<file path="src/hw/rtl/mtt_pkg.sv">
// Shared types and constants for the matrix times transpose block.
package mtt_pkg;

  localparam int DEF_MAX_ROWS = 8;
  localparam int DEF_MAX_LEN  = 16;

  localparam int ROW_W      = 3;
  localparam int COL_W      = 4;
  localparam int VAL_W      = 16;
  localparam int PROD_W     = 32;
  localparam int OUT_W      = 36;
  localparam int K_MAX_W    = 6;
  localparam int CFG_IDX_W  = 2;
  localparam int CFG_DATA_W = 5;

  localparam logic REQ_LOAD  = 1'b0;
  localparam logic REQ_START = 1'b1;
  localparam logic SEL_A     = 1'b0;
  localparam logic SEL_B     = 1'b1;

  localparam logic [CFG_IDX_W-1:0] CFG_ROWS_A     = 2'd0;
  localparam logic [CFG_IDX_W-1:0] CFG_ROWS_B     = 2'd1;
  localparam logic [CFG_IDX_W-1:0] CFG_ROW_LENGTH = 2'd2;

  typedef struct packed {
    logic               load;
    logic               rd_valid;
    logic [ROW_W-1:0]   row_a;
    logic [ROW_W-1:0]   row_b;
    logic [K_MAX_W-1:0] k;
    logic               first;
    logic               last_k;
    logic               last_entry;
  } mtt_cmd_t;

  typedef struct packed {
    logic pipe_busy;
  } mtt_sts_t;

endpackage

</file>
<file path="src/hw/rtl/mtt_ctrl.sv">
// Controller: configuration registers and the row/row/element sequencer.
module mtt_ctrl import mtt_pkg::*; #(
  parameter int MAX_ROWS = DEF_MAX_ROWS,
  parameter int MAX_LEN  = DEF_MAX_LEN
) (
  input  logic                  clk,
  input  logic                  rst,
  input  logic                  start,
  input  logic                  req_type,
  input  logic                  cfg_valid,
  input  logic [CFG_IDX_W-1:0]  cfg_index,
  input  logic [CFG_DATA_W-1:0] cfg_data,
  input  mtt_sts_t              sts,
  output logic                  busy,
  output mtt_cmd_t              cmd
);

  localparam int KW = (MAX_LEN > 1) ? $clog2(MAX_LEN) : 1;

  typedef enum logic [1:0] {
    IDLE,
    RUN,
    DRAIN
  } state_t;

  state_t           state;
  logic [3:0]       rows_a;
  logic [3:0]       rows_b;
  logic [4:0]       row_length;
  logic [ROW_W-1:0] i;
  logic [ROW_W-1:0] j;
  logic [KW-1:0]    k;

  logic [ROW_W-1:0] na_m1;
  logic [ROW_W-1:0] nb_m1;
  logic [KW-1:0]    len_m1;
  logic             accept;

  always_comb begin
    if (rows_a == 4'd0) begin
      na_m1 = '0;
    end else if (rows_a > 4'(MAX_ROWS)) begin
      na_m1 = ROW_W'(MAX_ROWS - 1);
    end else begin
      na_m1 = ROW_W'(rows_a - 4'd1);
    end
    if (rows_b == 4'd0) begin
      nb_m1 = '0;
    end else if (rows_b > 4'(MAX_ROWS)) begin
      nb_m1 = ROW_W'(MAX_ROWS - 1);
    end else begin
      nb_m1 = ROW_W'(rows_b - 4'd1);
    end
    if (row_length == 5'd0) begin
      len_m1 = '0;
    end else if ({2'b00, row_length} > 7'(MAX_LEN)) begin
      len_m1 = KW'(MAX_LEN - 1);
    end else begin
      len_m1 = KW'(row_length - 5'd1);
    end
  end

  assign busy   = (state != IDLE);
  assign accept = start && !busy;

  always_comb begin
    cmd            = '0;
    cmd.load       = accept && (req_type == REQ_LOAD);
    cmd.rd_valid   = (state == RUN);
    cmd.row_a      = i;
    cmd.row_b      = j;
    cmd.k          = K_MAX_W'(k);
    cmd.first      = (k == '0);
    cmd.last_k     = (k == len_m1);
    cmd.last_entry = (i == na_m1) && (j == nb_m1) && (k == len_m1);
  end

  always_ff @(posedge clk) begin
    if (rst) begin
      state      <= IDLE;
      rows_a     <= 4'd8;
      rows_b     <= 4'd8;
      row_length <= 5'd16;
      i          <= '0;
      j          <= '0;
      k          <= '0;
    end else begin
      if (cfg_valid) begin
        unique case (cfg_index)
          CFG_ROWS_A:     rows_a     <= cfg_data[3:0];
          CFG_ROWS_B:     rows_b     <= cfg_data[3:0];
          CFG_ROW_LENGTH: row_length <= cfg_data;
          default: ;
        endcase
      end
      unique case (state)
        IDLE: begin
          i <= '0;
          j <= '0;
          k <= '0;
          if (accept && (req_type == REQ_START)) begin
            state <= RUN;
          end
        end
        RUN: begin
          if (k == len_m1) begin
            k <= '0;
            if (j == nb_m1) begin
              j <= '0;
              if (i == na_m1) begin
                state <= DRAIN;
              end else begin
                i <= i + 1'b1;
              end
            end else begin
              j <= j + 1'b1;
            end
          end else begin
            k <= k + 1'b1;
          end
        end
        DRAIN: begin
          if (!sts.pipe_busy) begin
            state <= IDLE;
          end
        end
        default: state <= IDLE;
      endcase
    end
  end

endmodule

</file>
<file path="config.mk">
export PLATFORM = sky130hd
export DESIGN_NAME = mtt_ctrl
export DESIGN_NICKNAME = d
export VERILOG_FILES = /design/src/hw/rtl/mtt_pkg.sv /design/src/hw/rtl/mtt_ctrl.sv
export SDC_FILE = /design/constraint.sdc
export NUM_CORES = 1
export LEC_CHECK = 0
export ABC_AREA = 1
export ABC_CLOCK_PERIOD_IN_PS = 4100
export BUFFER_PORTS_ARGS = -buffer_cell sky130_fd_sc_hd__buf_2
export CORE_AREA = 2 2 76 78
export DETAILED_ROUTE_END_ITERATION = 7
export DIE_AREA = 0 0 78 80
export PLACE_DENSITY_LB_ADDON = 0.12
export REMOVE_ABC_BUFFERS = 1
export SKIP_CTS_REPAIR_TIMING = 1
export SLEW_MARGIN = 20
export SYNTH_ARGS = -nofsm -noshare
export SYNTH_HDL_FRONTEND = slang
export SYNTH_SLANG_ARGS = --single-unit
</file>
<file path="constraint.sdc">
create_clock -name clk -period 4.1 [get_ports clk]
set_input_delay 1.23 -clock clk [delete_from_list [all_inputs] [get_ports clk]]
set_output_delay 1.23 -clock clk [all_outputs]
set_load 0.005 [all_outputs]
</file>
==> out/metrics.cfg <==
[synth]
yosysSeqAreaShare_pct=31.8
syn_avg_cell_area_um2=6.62
synth_cells=238
yosys.area.top_type=dfxtp_1
synthTopCellsByArea=dfxtp_1 32%, nand2_1 12%, inv_1 10%, nand3_1 7.3%, ha_1 6.4%
synth_top_area_share_pct=31.8
synth_cell_types=26
ys_ff_latch=25
yosys_warnings=0
syn-cell-area_um2=1580

[layout]
fin_area_um2=1830
final_cell_mix=50 x nand2_1, 42 x inv_1, 28 x buf_2, 25 x dfxtp_1, 23 x nand3_1
layout-drive-gt1-share_pct=17.6
diodes=0
area_growth_pct=16.2
fin_cells=339
final_common_cell=nand2_1
fin_nets=289

[route]
wire_per_inst_um=10.4
routed_via_density=4.27
wl_um=3530
drc_errors=0
ant_nets=0
drtIter0Drc=28
drt-pass1-iter-count=4
vias=1447

[pwr]
ir_worst_vdd_uv=169
power.leakage_nw=0.881
finalPower_mw=0.520
cellPowerDensity_nw_per_um2=284

[global_routing]
grt_pass1_vias=1339
track_usage_pct=11.8
gr-total-overflow=0
grt_pass1_wl_um=6000
grt_max_degree=18
grt_antenna_before_repair=0

[cts]
clk_path_buf_depth=2
cts_tree=done
clock-root-buffer=clkbuf_8
htree_levels=1
cts_made_buffers=3
clkLatencyLatePin_ps=270
clkTransAtPathRegs_ps=90
clkSinkCount=25

[setup_path]
cp-start-kind=register
required_ps=2870
end_kind=output pin
crit_arrival_ps=2100
path_class=reg -> out
cp_max_fo=3

[timing]
clock.fmax_mhz=300
postLayoutSetupSlackWorst_ps=771
setup_viol=0
slew_violations=0
worst_pin_slew_ps=519
slew_headroom_pct=65.4
fin_crit_sh_pct=81.2
tns_ps=0
rsz0062_at_grt=no
fin_skew_ps=1.07
finalCriticalPeriod_ps=3330
hold_violations=0

[min_path]
hold_class=reg -> reg

[placed_design]
placed_cell_area_um2=1790
place_ws_ps=1100
place_congestion=0.798
port_buffers=28
hpwl_um=2830
place_inst=335

[job]
cap_violations=0

[die]
die_h_um=80
start_util_pct=29.1
pin_count=31
die_area_um2=6240
rows=27
die_x_um=78
core-area_um2=5410

[status]
status=complete, no violations

-- flip-flops by register name (all words and copies together) (netlist names) --
register / cells
k: 4
state: 2
j: 3
rows_b: 4
i: 3
row_length: 5
rows_a: 4
-- layout make-up --
cell class	count	area [µm²]
multi-input combinational	167	893
inverter	43	161
sequential	25	500
clock buffer	4	45.0
timing repair buffer	28	140
fill	611	3570
tap	72	90.1
-- per-stage QoR --
step / hold slack, ps / util (%)
after floorplan: 434 / -
after global placement: 461 / 33.0
after detailed placement: 465 / 33.0
after CTS: 478 / 33.9
after global routing: 484 / 33.9
final: 479 / 33.9
-- per-layer routing --
layer	vias up	GRT usage [%]	wire (µm)
li1	804	-	-
met1	623	15.7	1780
met2	18	20.1	1600
met3	2	2.60	133
met4	0	1.58	19
met5	-	0	0
-- critical path, cell delays in order (launching register included) --
cell     delay [ps]
dfxtp_1         330
inv_1            50
ha_1            210
o21ai_0         220
xnor2_1         150
nand3_1         100
nor2_1          220
nand3_1         130
nor3_1          240
buf_2           170
-- path summary, 6_finish.rpt --
kind,from,endpoint,slack [ps],cells past startpoint
setup / recovery,rows_b[0],cmd[0],770,9
hold / removal,rows_b[1],rows_b[1],480,2
setup reg to reg,rows_b[0],state[0],2280,11
hold reg to reg,rows_b[1],rows_b[1],480,2
-- power breakdown --
| group | switching [mW] | internal [mW] |
|---|---|---|
| Sequential | 0.00694 | 0.252 |
| Combinational | 0.0710 | 0.0388 |
| Clock | 0.0820 | 0.0696 |
-- logic make-up after synthesis --
family,after synthesis,synth area share [%]
AOI/OAI and AO/OA,38,13.0
adders and majority gates,8,6.35
and+or+nand+nor,113,33.5
xor gates and xnor gates,6,3.34
other,1,0.238
buffers and inverters,47,11.8
DFF,25,31.8
-- cells in the mapped netlist --
master and instances:
dfxtp_1 25, inv_2 1, nand3_2 4, o21ai_0 16, o21ai_1 1, nand2_2 5, o211ai_1 3, nand2_1 50
buf_2 1, nand4_1 1, buf_4 2, nor3_1 5, nor2_2 1, nor2_1 20, inv_1 42, nor2_4 2
conb_1 1, nand3b_1 1, xor2_1 3, a21oi_2 2, nand2_4 1, xnor2_1 3, a21oi_1 16, ha_1 8
clkbuf_1 1, nand3_1 23
Note: power is estimated with default switching activity, not from simulation.
