$ cat config.mk
export PLATFORM = sky130hd
export DESIGN_NAME = mtt_dpath
export DESIGN_NICKNAME = d
export VERILOG_FILES = /design/src/hw/rtl/mtt_pkg.sv /design/src/hw/rtl/mtt_ram.sv /design/src/hw/rtl/mtt_dpath.sv
export SDC_FILE = /design/constraint.sdc
export NUM_CORES = 2
export LEC_CHECK = 0
export BUFFER_PORTS_ARGS = -buffer_cell sky130_fd_sc_hd__buf_4
export CORE_MARGIN = 1
export CORE_UTILIZATION = 50
export CTS_BUF_LIST = sky130_fd_sc_hd__clkbuf_8 sky130_fd_sc_hd__clkbuf_16
export DETAILED_ROUTE_END_ITERATION = 6
export GPL_ROUTABILITY_DRIVEN = 0
export MAX_ROUTING_LAYER = met4
export PLACE_DENSITY = 0.66
export SLEW_MARGIN = 20
export SYNTH_ARGS = -nofsm -noshare
export SYNTH_HDL_FRONTEND = slang
export SYNTH_SLANG_ARGS = --single-unit
$ cat constraint.sdc
create_clock -name clk -period 7.5 [get_ports clk]
set_input_delay 0.75 -clock clk [delete_from_list [all_inputs] [get_ports clk]]
set_output_delay 0.75 -clock clk [all_outputs]
set_load 0.005 [all_outputs]
$ cat src/hw/rtl/mtt_pkg.sv
// Shared types and constants for the matrix times transpose block.
package mtt_pkg;

  localparam int DEF_MAX_ROWS = 8;
  localparam int DEF_MAX_LEN  = 16;

  localparam int ROW_W      = 3;
  localparam int COL_W      = 4;
  localparam int VAL_W      = 16;
  localparam int PROD_W     = 32;
  localparam int OUT_W      = 36;
  localparam int K_MAX_W    = 6;
  localparam int CFG_IDX_W  = 2;
  localparam int CFG_DATA_W = 5;

  localparam logic REQ_LOAD  = 1'b0;
  localparam logic REQ_START = 1'b1;
  localparam logic SEL_A     = 1'b0;
  localparam logic SEL_B     = 1'b1;

  localparam logic [CFG_IDX_W-1:0] CFG_ROWS_A     = 2'd0;
  localparam logic [CFG_IDX_W-1:0] CFG_ROWS_B     = 2'd1;
  localparam logic [CFG_IDX_W-1:0] CFG_ROW_LENGTH = 2'd2;

  typedef struct packed {
    logic               load;
    logic               rd_valid;
    logic [ROW_W-1:0]   row_a;
    logic [ROW_W-1:0]   row_b;
    logic [K_MAX_W-1:0] k;
    logic               first;
    logic               last_k;
    logic               last_entry;
  } mtt_cmd_t;

  typedef struct packed {
    logic pipe_busy;
  } mtt_sts_t;

endpackage

$ cat src/hw/rtl/mtt_ram.sv
// Generic simple dual-port RAM with registered read.
module mtt_ram #(
  parameter int WIDTH = 16,
  parameter int DEPTH = 128,
  localparam int AW = (DEPTH > 1) ? $clog2(DEPTH) : 1
) (
  input  logic             clk,
  input  logic             wr_en,
  input  logic [AW-1:0]    wr_addr,
  input  logic [WIDTH-1:0] wr_data,
  input  logic [AW-1:0]    rd_addr,
  output logic [WIDTH-1:0] rd_data
);

  logic [WIDTH-1:0] mem [DEPTH];

  always_ff @(posedge clk) begin
    if (wr_en) begin
      mem[wr_addr] <= wr_data;
    end
    rd_data <= mem[rd_addr];
  end

endmodule

$ cat src/hw/rtl/mtt_dpath.sv
// Datapath: element stores, multiplier and accumulator with result register.
module mtt_dpath import mtt_pkg::*; #(
  parameter int MAX_ROWS = DEF_MAX_ROWS,
  parameter int MAX_LEN  = DEF_MAX_LEN
) (
  input  logic                    clk,
  input  logic                    rst,
  input  mtt_cmd_t                cmd,
  input  logic                    matrix_sel,
  input  logic [ROW_W-1:0]        elem_row,
  input  logic [COL_W-1:0]        elem_col,
  input  logic signed [VAL_W-1:0] elem_value,
  output mtt_sts_t                sts,
  output logic                    out_valid,
  output logic [ROW_W-1:0]        out_row,
  output logic [ROW_W-1:0]        out_col,
  output logic signed [OUT_W-1:0] out_value,
  output logic                    out_last
);

  localparam int DEPTH = MAX_ROWS * MAX_LEN;
  localparam int AW    = (DEPTH > 1) ? $clog2(DEPTH) : 1;
  localparam int KW    = (MAX_LEN > 1) ? $clog2(MAX_LEN) : 1;

  logic          wr_ok;
  logic [AW-1:0] wr_addr;
  logic [AW-1:0] rd_addr_a;
  logic [AW-1:0] rd_addr_b;
  logic [VAL_W-1:0] rd_a;
  logic [VAL_W-1:0] rd_b;

  // stage 1: store read
  logic             v1;
  logic             first1, last_k1, last_e1;
  logic [ROW_W-1:0] row1, col1;
  // stage 2: product
  logic                     v2;
  logic                     first2, last_k2, last_e2;
  logic [ROW_W-1:0]         row2, col2;
  logic signed [PROD_W-1:0] prod;
  // stage 3: accumulate
  logic signed [OUT_W-1:0] acc;
  logic signed [OUT_W-1:0] acc_next;

  assign wr_ok = cmd.load
              && ({1'b0, elem_row} < 4'(MAX_ROWS))
              && ({3'b000, elem_col} < 7'(MAX_LEN));
  assign wr_addr   = AW'(elem_row) * AW'(MAX_LEN) + AW'(elem_col);
  assign rd_addr_a = AW'(cmd.row_a) * AW'(MAX_LEN) + AW'(cmd.k[KW-1:0]);
  assign rd_addr_b = AW'(cmd.row_b) * AW'(MAX_LEN) + AW'(cmd.k[KW-1:0]);

  mtt_ram #(.WIDTH(VAL_W), .DEPTH(DEPTH)) u_store_a (
    .clk     (clk),
    .wr_en   (wr_ok && (matrix_sel == SEL_A)),
    .wr_addr (wr_addr),
    .wr_data (elem_value),
    .rd_addr (rd_addr_a),
    .rd_data (rd_a)
  );

  mtt_ram #(.WIDTH(VAL_W), .DEPTH(DEPTH)) u_store_b (
    .clk     (clk),
    .wr_en   (wr_ok && (matrix_sel == SEL_B)),
    .wr_addr (wr_addr),
    .wr_data (elem_value),
    .rd_addr (rd_addr_b),
    .rd_data (rd_b)
  );

  assign acc_next = first2 ? {{(OUT_W-PROD_W){prod[PROD_W-1]}}, prod}
                           : acc + {{(OUT_W-PROD_W){prod[PROD_W-1]}}, prod};

  assign sts.pipe_busy = v1 || v2;

  always_ff @(posedge clk) begin
    if (rst) begin
      v1        <= 1'b0;
      v2        <= 1'b0;
      out_valid <= 1'b0;
    end else begin
      v1        <= cmd.rd_valid;
      v2        <= v1;
      out_valid <= v2 && last_k2;
    end
    first1  <= cmd.first;
    last_k1 <= cmd.last_k;
    last_e1 <= cmd.last_entry;
    row1    <= cmd.row_a;
    col1    <= cmd.row_b;

    first2  <= first1;
    last_k2 <= last_k1;
    last_e2 <= last_e1;
    row2    <= row1;
    col2    <= col1;
    prod    <= $signed(rd_a) * $signed(rd_b);

    if (v2) begin
      acc <= acc_next;
    end
    if (v2 && last_k2) begin
      out_row   <= row2;
      out_col   <= col2;
      out_value <= acc_next;
      out_last  <= last_e2;
    end
  end

endmodule

==> qor.csv <==
stage,metric,value,unit
outcome,outcome,"finished, final reports clean",
clocking,numCtsBuffers,421,
routing,ant_nets,0,
setup_path,slowest_stage,fa_1,
timing,finalSetupViolCount,0,
die,fp.dieH,589,um
routing,drtPass1Iterations,5,
power,p_leak,62.8,nW
timing,skew,0.0471,ns
timing,grt_setup_unrepaired,false,
yosys,yosys-mux-area-fraction,17.8,%
yosys,synthSimpleGateAreaFrac,1.86,%
placement,dp_hpwl,234,mm
die,initial_utilization,50.2,%
routing,wl_per_cell,31.0,um
yosys,synth_seq_area_share,73.8,%
clocking,postCtsSetupBuffers,0,
placement,dpl-instance-area,180000,um2
yosys,synth_cell_type_count,51,
clocking,cts_tree,built,
clocking,cts.clk_slew.worst_paths,0.06,ns
grt,grt_pass1_vias,82200,
grt,grt_max_degree,162,
setup_path,crit_top_cell,fa_1,
grt,grt_overflow,0,
clocking,cts-htree-levels,5,
routing,detail_route.iter0.violations,9566,
timing,final_hold_viol_count,0,
timing,finalCriticalPeriod,6.43,ns
clocking,clk_path_buf_depth,4,
setup_path,worstPathArrival,7.30,ns
yosys,synth-compound-area-share,0.772,%
timing,fmax,155,MHz
die,io_pins,88,
power,ir_drop,1.30,mV
worst_hold_path,hold_class,input port to flip-flop,
grt,track_usage,24.3,%
yosys,async_reset_ff_share,0,%
routing,drc,0,
finish,area_growth_syn_to_layout,12.5,%
setup_path,rrSetupSlack,1.07,ns
timing,tightestPinTransition,1.15,ns
die,die-area,347000,um2
yosys,synth_edf_count,4175,
timing,setup_tns,0,ns
routing,vias,80100,
yosys,synth_cells,7690,
routing,wirelength,406,mm
clocking,cts_root_buf,clkbuf_16,
grt,antenna_found_initial,31,
clocking,cts_resized,0,
setup_path,cp-start-kind,flip-flop,
placement,portBuffers,85,
yosys,yosys_warnings,0,
yosys,synth-seq-cells,4260,
finish,final_area,194000,um2
setup_path,worst_ep_required_time,8.37,ns
job,maxCapViolCount,0,
yosys,synth-main-ff-cell,edfxtp_1,
grt,grt_pass1_wl,587,mm
timing,fin_crit_sh,85.8,%
finish,fill_cells,24700,
clocking,insertion_delay,0.98,ns
yosys,synth_top_family_by_area,multiplexers,
finish,nets,8604,
yosys,netlist_area,172000,um2
yosys,synth_nets,8113,
routing,vias_per_cell,6.11,
setup_path,cp-end-kind,flip-flop,
setup_path,critPathMaxFanout,16,
yosys,postSynthAreaPerCell,22.4,um2
setup_path,crit_path_cell_trace,"nand2_1, inv_1, fa_1, fa_1, fa_1, fa_1, fa_1, inv_1, fa_1, inv_1, ha_1, a21o_1, a21o_1, a21oi_1, o21ai_0, a31oi_1, o21bai_1, a21oi_1, xnor2_1",
finish,drive_above_1_share,28.4,%
placement,post-place-cells,12300,
die,core_area,343000,um2
setup_path,max_stage_delay,0.96,ns
finish,utilization,56.5,%
power,power,76.8,mW
setup_path,critPathKind,flip-flop to flip-flop,
timing,slew_violations,0,
timing,timing.slew.headroom,23.2,%
power,power_density,396,nW/um2
finish,stdcell_count,13100,
yosys,yosys.area_share.xor_xnor,0.305,%
clocking,cts_sinks,4260,
die,die_w,589,um
die,rows,215,
yosys,synth-adder-area-share,3.91,%
where the power goes:
group	internal (mW)	switching, mW
Clock	11.6	8.86
Combinational	13.0	16.2
Sequential	26.9	0.244
metrics by stage:
stage	setup WS [ns]	hold slack [ns]
global placement	0.981	0.310
detailed placement	1.01	0.314
CTS	1.01	0.00172
finish	1.07	0.0565
floorplan	1.73	0.310
global route	0.580	0.0580
final timing paths:
kind,depth (start not counted),endpoint,startpoint
worst min register to register,0,row2[0],row1[0]
worst min-delay path,2,v1,cmd[15]
worst max-delay path,19,prod[28],u_store_b.rd_data[1]
worst max register to register,19,prod[28],u_store_b.rd_data[1]
cell type report:
cell class	count	area (um2)	area share (%)
tap	4557	5700	2.94
multi-input combinational	2749	42500	21.9
timing repair buffer	446	3930	2.03
clock inverter	337	2570	1.33
clock buffer	434	10800	5.58
inverter	303	1140	0.587
sequential	4260	127000	65.6
antenna	28	70.1	0.0362
what timing repair did:
item                                   CTS  global route
endpoints found under the hold margin    6             0
setup endpoints to repair                0             0
hold buffers                             4             0
placed cells by master (no fill, tap or decap), types with 10 or more instances in the layout:
cell and n:
o21a_1 12, clkinv_2 85, nand3_1 24, nand4_1 10, bufinv_16 34, nand2b_1 12, ha_1 117, nor2b_1 12
o31ai_1 11, buf_4 389, nor2_1 295, clkbuf_16 430, xor2_1 15, clkinv_1 96, mux4_2 1344, a21oi_1 61
xnor2_1 45, a21o_1 29, nand2_1 196, dfxtp_1 83, fa_1 263, inv_1 389, diode_2 28, o21ai_0 54
buf_12 27, mux2_2 33, clkbuf_8 13, and2_1 128, edfxtp_1 4175
routing by layer:
metal | routed length (um) | vias to the layer above | GRT usage (%)
met2 | 201000 | 3434 | 38.5
met5 | 0 | - | -
met3 | 33100 | 506 | 3.73
li1 | - | 32700 | -
met4 | 9880 | 0 | 5.75
met1 | 162000 | 43400 | 33.6
Yosys cell counts (5+ instances only):
cell type	instances	share of area, %
a211oi_1	6	0.026
a21o_1	29	0.13
a21oi_1	61	0.18
a31o_2	5	0.025
a31oi_1	8	0.029
and2_1	129	0.47
and3_1	7	0.025
buf_1	34	0.074
buf_2	89	0.26
buf_4	7	0.031
clkbuf_1	246	0.54
dfxtp_1	85	0.99
edfxtp_1	4175	73
fa_1	263	3.1
ha_1	117	0.85
inv_1	303	0.66
mux2_2	33	0.22
mux4_2	1344	18
nand2_1	197	0.43
nand2b_1	12	0.044
nand3_1	24	0.070
nand4_1	10	0.036
nor2_1	301	0.66
nor2b_1	12	0.044
nor3_1	7	0.020
o211ai_1	6	0.026
o21a_1	12	0.052
o21ai_0	54	0.16
o21bai_1	8	0.035
o31ai_1	11	0.048
or3_1	6	0.022
xnor2_1	45	0.23
xor2_1	15	0.076
critical path: cells and delay by family (launching register included):
family	cells	cell delay, ns
flops	1	0.69
xor+xnor	1	0.12
fa+ha+maj	7	3.87
compound gates	7	1.24
simple gates	1	0.19
buf+inv	3	0.25
state kept, by name (all words and copies together), names as in the netlist, 3 cells and up:
register and count:
u_store_a.mem 2048, u_store_b.mem 2048, acc 36, out_value 36
prod 32, u_store_a.rd_data 16, u_store_b.rd_data 16, col1 3
col2 3, out_col 3, out_row 3, row1 3
row2 3
logic make-up (layout without fill, tap and decap cells):
kind of cell | count (synthesis) | in the layout
compound gates | 214 | 214
xor+xnor | 60 | 60
fa+ha+maj | 380 | 380
other cells | 0 | 28
simple gates | 716 | 716
buf+inv | 681 | 1520
flops | 4260 | 4260
mux | 1379 | 1379
Note: power is estimated with default switching activity, not from simulation.
